`config.mk`:
```
export PLATFORM = sky130hd
export DESIGN_NAME = skac_front
export DESIGN_NICKNAME = d
export VERILOG_FILES = /design/src/rtl/core/skac_pkg.sv /design/src/rtl/core/skac_front.sv
export SDC_FILE = /design/constraint.sdc
export NUM_CORES = 1
export LEC_CHECK = 0
export BUFFER_PORTS_ARGS = -buffer_cell sky130_fd_sc_hd__buf_2
export CAP_MARGIN = 5
export CORE_MARGIN = 2
export CORE_UTILIZATION = 48
export DETAILED_ROUTE_END_ITERATION = 7
export HOLD_SLACK_MARGIN = 0.03
export PLACE_DENSITY = 0.72
export SLEW_MARGIN = 20
export SYNTH_ARGS = -nofsm -noshare
export SYNTH_HDL_FRONTEND = slang
export SYNTH_SLANG_ARGS = --single-unit
```
`constraint.sdc`:
```
create_clock -name clk_i -period 8.8 [get_ports clk_i]
set_clock_uncertainty 0.05 [all_clocks]
set_input_delay 0.88 -clock clk_i [delete_from_list [all_inputs] [get_ports clk_i]]
set_output_delay 0.88 -clock clk_i [all_outputs]
set_load 0.005 [all_outputs]
```
`src/rtl/core/skac_pkg.sv`:
```
// Shared types, constants and table builders for the soft-knee compressor.
package skac_pkg;

  localparam int LogTableBitsDef = 10;
  localparam int ExpTableBitsDef = 10;
  localparam int SampleW         = 24;
  localparam int CfgIdxW         = 3;
  localparam int CfgDataW        = 24;

  localparam logic signed [15:0] FloorDb     = -16'sd30720;
  localparam logic [24:0]        FloorMag    = 25'd17;
  localparam logic [18:0]        DbPerOctave = 19'd394566;
  localparam logic [21:0]        OctPerDb    = 22'd2786635;

  typedef enum logic [CfgIdxW-1:0] {
    CFG_THRESHOLD = 3'd0,
    CFG_KNEE_W    = 3'd1,
    CFG_KNEE_RCP  = 3'd2,
    CFG_INV_RATIO = 3'd3,
    CFG_MAKEUP    = 3'd4,
    CFG_ATTACK    = 3'd5,
    CFG_RELEASE   = 3'd6
  } cfg_idx_e;

  // one classified sample pair as it sits in the queue
  typedef struct packed {
    logic signed [SampleW-1:0] left;
    logic signed [SampleW-1:0] right;
    logic                      bypass;
    logic                      quiet;
    logic [24:0]               mag;
    logic [4:0]                lead;
  } skac_item_t;

  // log2(1+i/2^bits) in Q.16, by repeated squaring
  function automatic logic [16:0] log_entry(int bits, int i);
    logic [63:0] x;
    logic [63:0] r;
    x = (64'(1 << bits) + 64'(i)) << (30 - bits);
    r = '0;
    for (int k = 0; k < 18; k++) begin
      x = (x * x) >> 30;
      r = r << 1;
      if (x >= 64'h8000_0000) begin
        r = r | 64'd1;
        x = x >> 1;
      end
    end
    return 17'((r + 64'd2) >> 2);
  endfunction

  function automatic logic [63:0] isqrt64(logic [63:0] v);
    logic [63:0] vv;
    logic [63:0] res;
    logic [63:0] bt;
    vv  = v;
    res = '0;
    bt  = 64'd1 << 62;
    for (int k = 0; k < 32; k++) begin
      if (vv >= res + bt) begin
        vv  = vv - (res + bt);
        res = (res >> 1) + bt;
      end else begin
        res = res >> 1;
      end
      bt = bt >> 2;
    end
    return res;
  endfunction

  // 2^(i/2^bits) in Q.30 from a product of square roots of two
  function automatic logic [31:0] exp_entry(int bits, int i);
    logic [63:0] root [14];
    logic [63:0] acc;
    for (int k = 0; k < 14; k++) root[k] = '0;
    root[0] = isqrt64(64'd2 << 60);
    for (int k = 1; k < bits; k++) root[k] = isqrt64(root[k-1] << 30);
    acc = 64'd1 << 30;
    for (int k = 0; k < bits; k++) begin
      if (((i >> (bits - 1 - k)) & 1) != 0) begin
        acc = (acc * root[k] + (64'd1 << 29)) >> 30;
      end
    end
    return 32'(acc);
  endfunction

  // shift right with rounding half away from zero
  function automatic logic signed [63:0] rnd_shr(logic signed [63:0] v, int s);
    logic signed [63:0] h;
    h = 64'sd1 <<< (s - 1);
    if (v >= 0) return (v + h) >>> s;
    return -((-v + h) >>> s);
  endfunction

  function automatic logic signed [SampleW-1:0] sat24(logic signed [63:0] v);
    if (v > 64'sd8388607) return 24'sh7FFFFF;
    if (v < -64'sd8388608) return 24'sh800000;
    return 24'(v);
  endfunction

  // scale a sample by tab * 2^(n-30), saturating
  function automatic logic signed [SampleW-1:0] apply_gain(logic signed [SampleW-1:0] x,
                                                          logic [31:0] tab,
                                                          logic signed [15:0] n);
    logic [63:0]        mag;
    logic [63:0]        r;
    logic signed [31:0] sh;
    logic [5:0]         sa;
    mag = 64'(x < 0 ? -25'(x) : 25'(x)) * 64'(tab);
    sh  = 32'sd30 - 32'(n);
    sa  = 6'(sh);
    if (sh >= 32'sd64) r = '0;
    else if (sh > 0) r = (mag + (64'd1 << (sa - 6'd1))) >> sa;
    else if (sh == 0) r = mag;
    else if (mag == 0) r = '0;
    else if (-sh >= 32'sd9) r = 64'd1 << 40;
    else r = mag << 6'(-sh);
    if (r > (64'd1 << 40)) r = 64'd1 << 40;
    return sat24(x < 0 ? -$signed(r) : $signed(r));
  endfunction

endpackage

```
`src/rtl/core/skac_front.sv`:
```
// Input side: accept a sample pair, classify it and queue it for the back end.
module skac_front (
  input  logic                      clk_i,
  input  logic                      rst_ni,
  input  logic                      in_valid_i,
  output logic                      in_ready_o,
  input  logic [47:0]               in_data_i,
  input  logic signed [15:0]        threshold_i,
  input  logic signed [15:0]        makeup_i,
  output logic                      q_valid_o,
  output skac_pkg::skac_item_t      q_item_o,
  input  logic                      q_pop_i
);
  import skac_pkg::*;

  skac_item_t          mem_q [2];
  logic                wr_ptr_q, rd_ptr_q;
  logic [1:0]          cnt_q;
  skac_item_t          item;
  logic signed [24:0]  sum;
  logic                push;

  always_comb begin
    item.left   = in_data_i[23:0];
    item.right  = in_data_i[47:24];
    item.bypass = (threshold_i >= 0) && (makeup_i == 16'sd0);
    sum         = 25'(item.left) + 25'(item.right);
    item.mag    = sum < 0 ? -sum : sum;
    item.quiet  = item.mag < FloorMag;
    item.lead   = '0;
    for (int b = 0; b < 25; b++) begin
      if (item.mag[b]) item.lead = 5'(b);
    end
  end

  assign in_ready_o = cnt_q != 2'd2;
  assign push       = in_valid_i && in_ready_o;
  assign q_valid_o  = cnt_q != 2'd0;
  assign q_item_o   = mem_q[rd_ptr_q];

  always_ff @(posedge clk_i) begin
    if (push) mem_q[wr_ptr_q] <= item;
  end

  always_ff @(posedge clk_i or negedge rst_ni) begin
    if (!rst_ni) begin
      wr_ptr_q <= 1'b0;
      rd_ptr_q <= 1'b0;
      cnt_q    <= 2'd0;
    end else begin
      if (push) wr_ptr_q <= ~wr_ptr_q;
      if (q_pop_i) rd_ptr_q <= ~rd_ptr_q;
      cnt_q <= cnt_q + 2'(push) - 2'(q_pop_i);
    end
  end

endmodule

```
After elaboration in Yosys (flattened, before gate mapping) --
Memory sizes are Yosys's and may differ from the RTL's. Cells that the tools add are included.
Storage, ports and cells: register bits after elaboration 4, RAM bits 160, memories kept 1
Memories:
- mem_q | words 2, width 80, read ports 1, clocked after memory_dff 0, wr ports 1, RTL line skac_front.sv:16 | skac_item_t mem_q [2];
Cells by class: add/subtract/negate cells 4, $lt $le $gt $ge 3, eq/ne operators 1, muxes and demuxes 27, bitwise operators 2, reduce and logical (&&, ||, !) cells 4
Operators with widths (count):
- 5-bit two-way mux | 22
- 24-bit by 24-bit adder with 25-bit output | 1
- 25-bit by 1-bit less-than comparator with 1-bit output (second input constant) | 1
- 25-bit by 5-bit less-than comparator with 1-bit output (second input constant) | 1
- 25-bit two-way mux | 1
- 25-bit negator | 1
- 16-bit by 1-bit greater-or-equal comparator with 1-bit output (second input constant) | 1
- 16-bit logical NOT | 1
- 1-bit two-way mux | 3
- 2-bit by 1-bit adder with 2-bit output | 1
- 1-bit logical AND | 2
- 2-bit two-way mux | 1
- 2-bit inequality test (second input constant) | 1
- 1-bit inverter | 2
- 2-bit nonzero test | 1
- 2-bit by 1-bit subtractor with 2-bit output | 1

Logic depth before layout (Yosys ltp) --
depth after elaboration 27, depth in mapped cells 16, mapped depth without buffers 15

Worst setup path after synthesis --
OpenSTA, ideal clock, no wires.
path type input to register, from input in_valid_i, to memory mem_q[0][0] (netlist name), enable pin, setup time 519 ps, arrival time 4310 ps, slack 3921 ps, stages 2, buffers on the path 0, cells stage by stage nand2_1 nor2_1
On the way: word-level cells in the longest chain between the ends 3
RTL lines:
- from (decl) | RTL line skac_front.sv:5 | input logic in_valid_i,
- 1-bit logical AND | RTL line skac_front.sv:37 | assign push = in_valid_i && in_ready_o;
- 1-bit two-way mux | RTL line skac_front.sv:42 | if (push) mem_q[wr_ptr_q] <= item;
- 1-bit two-way mux (implied by the code) | RTL line skac_front.sv:42
- to (decl) | RTL line skac_front.sv:16
No other way between the ends.

==> impl_metrics.toml <==
[power]
p_leak_nw = 3.87
power_density_mw_per_mm2 = 280
ir_drop_v = 0.000277
total_power_mw = 2.91

[sta]
layout_min_cycle_time_ns = 5.23
relSlewSlack = 0.350
setup_tns_ns = 0
tightestPinTransition_ns = 0.963
setup_violations = 0
fmax_ghz = 0.191
min_period_over_period = 0.595
layout_setup_ws_ns = 3.57
hold_viol_final = 0
rsz0062_at_grt = "no"
drv_slew = 0

[critical_path]
worstPathMaxFanout = 8
crit_path_end_kind = "register"
worstPathRequired_ns = 8.89
start_kind = "input pin"
path_class = "in -> reg"
crit_arrival_ns = 5.32

[floorplanning]
start_util = 0.488
fp.dieW_um = 139
num_rows = 49
fp.coreArea_sq_mm = 0.0179
die-area_sq_mm = 0.0193
ios = 166
die_y_um = 139

[logic_synthesis]
synth_fp_nets = 793
synth_edf_count = 160
yosysUniqueCellTypes = 77
synth_area_per_cell_sq_um = 12.8
synthFlopType = "edfxtp_1"
yosys_warnings = 0
syn_inst = 681
ys_seq_elements = 164
synthesis.area_sq_mm = 0.00873
yosysSeqAreaShare = 0.562
synthArstFlopShare = 0.0244

[job]
maxCapViolCount = 0

[clock_network]
cts_setup_buffers = 0
clock_latency_ns = 0.42
clock-root-buffer = "clkbuf_16"
path_clk_slew_ns = 0.06
ctsHoldBuffers = 0
cts_buffer_depth = 2
cts.sinks = 164
post_cts_resized = 0
cts_inserted_buffers = 17
h-tree-depth = 4
cts_tree = "done"

[finish]
utilization = 0.581
final_cell_mix = "edfxtp_1, buf_2, mux2_2"
drive_above_1_share = 0.343
nNetsFinal = 948
fillCellCount = 1497
num_antenna_cells = 0
syn2layout_area_growth_pct = 19.2
final_common_cell = "edfxtp_1"
stdcell_area_sq_mm = 0.0104

[place]
place.detailed.hpwl_um = 13400
post_dp_cell_area_sq_mm = 0.00973
io_buffers = 150
gp_congestion = 0.898
place_ws_ns = 3.14

[min_path]
hold_class = "in -> async"

[drt]
vias = 6194
drt_iter0_drc = 535
via_per_inst = 5.75
drc = 0
routedWlPerCell_um = 18.0
firstDrtPassIters = 5
ant_nets = 0
wl_um = 19400

[run_status]
status = "finished, final reports clean"

[global_routing]
grt_max_degree = 82
antenna_found_initial = 0
grt_use_total = 0.205
first_global_vias = 6088
grt_pass1_wl_um = 31400
grt_overflow = 0
[per-layer routing]
layer	vias to the layer above	share of wire	routed length (um)	global-route usage
li1	2988	-	-	-
met1	2985	0.45	8750	0.273
met2	201	0.48	9330	0.338
met3	20	0.057	1100	0.0497
met4	0	0.011	219	0.0558
met5	-	0	0	0
[path summary, 6_finish.rpt]
check / startpoint / to / slack (ns) / cells past startpoint
max in group asynchronous: rst_ni / rd_ptr_q$_DFFE_PN0P_ / 8.37 / 1
min in group clk_i: cnt_q[0]$_DFF_PN0_ / cnt_q[0]$_DFF_PN0_ / 0.49 / 1
worst min register to register: cnt_q[0]$_DFF_PN0_ / cnt_q[0]$_DFF_PN0_ / 0.49 / 1
worst max-delay path: in_data_i[0] / mem_q[0][0]$_DFFE_PP_ / 3.57 / 15
worst min-delay path: rst_ni / cnt_q[1]$_DFF_PN0_ / 0.20 / 1
worst max register to register: cnt_q[1]$_DFF_PN0_ / mem_q[0][0]$_DFFE_PP_ / 6.84 / 5
[power breakdown]
part	total (mW)	internal (mW)	switching, mW	leakage [nW]
clock network	0.751	0.446	0.305	0.281
logic	0.981	0.460	0.522	2.07
registers	1.18	1.10	0.0728	1.53
[stage by stage]
step / cells / hold slack [ns]
6_report: 1078 / 0.199
5_1_grt: 1078 / 0.185
4_1_cts: 1075 / 0.184
3_5_place_dp: 1043 / 0.484
3_3_place_gp: 1043 / 0.449
2_1_floorplan: 681 / 0.410
[area by class of cell]
| type | instances | area, sq um | share of cell area |
|---|---|---|---|
| flip-flops and latches | 164 | 4910 | 0.472 |
| inverters | 24 | 90.1 | 0.00866 |
| multi-input cells | 471 | 3660 | 0.352 |
| clock buffers | 19 | 433 | 0.0416 |
| well taps | 229 | 287 | 0.0275 |
| clock inverters | 13 | 158 | 0.0152 |
| repair buffers | 158 | 863 | 0.0830 |
[flip-flops by register name (all words and copies together) (netlist names)]
signal,count
cnt_q,2
wr_ptr_q,1
mem_q,160
rd_ptr_q,1
[synth_stat cells, drive strengths merged (3+ instances only)]
library cell | instances | area (sq um)
edfxtp | 160 | 4800
mux2 | 81 | 912
a21oi | 50 | 258
nand2 | 35 | 131
nor2 | 34 | 133
ha | 27 | 338
inv | 24 | 90.1
xnor2 | 22 | 193
clkbuf | 20 | 75.1
o21ai | 20 | 104
nor3 | 15 | 75.1
xor2 | 15 | 139
nor4 | 10 | 92.6
a211oi | 9 | 80.1
a21o | 9 | 67.6
nand3 | 9 | 45.0
o211ai | 7 | 52.6
or3 | 7 | 43.8
a2111oi | 6 | 52.6
a211o | 6 | 52.6
nand2b | 6 | 37.5
nand4 | 6 | 37.5
or2 | 6 | 37.5
a31oi | 5 | 31.3
o2111ai | 5 | 43.8
o22ai | 5 | 31.3
o31ai | 5 | 37.5
and2 | 4 | 25.0
and3 | 4 | 25.0
dfrtp | 4 | 100
nor2b | 4 | 25.0
o21a | 4 | 30.0
o311ai | 4 | 35.0
a22oi | 3 | 22.5
a32oi | 3 | 26.3
mux2i | 3 | 30.0
o211a | 3 | 30.0
o21bai | 3 | 22.5
[cell families after synthesis]
group                      Yosys count  share of synthesized area
AOI/OAI and AO/OA                  168                      0.134
DFF                                164                      0.562
and+or+nand+nor                    154                     0.0965
muxes                               84                      0.108
buffers and inverters               46                     0.0208
xor gates and xnor gates            37                     0.0380
adders and majority gates           28                     0.0410
[worst max-delay path, stage by stage]
cell,delay (ns)
buf_2,0.12
ha_1,0.26
inv_1,0.10
fa_1,0.19
nand2b_1,0.22
a211o_1,0.19
nand2_1,0.10
o311ai_0,0.81
or4b_4,0.61
nor4_4,0.47
and2_1,0.29
a41oi_1,0.15
xor2_1,0.23
a2111oi_0,0.47
a31oi_1,0.21
(Power assumes the default switching activity.)
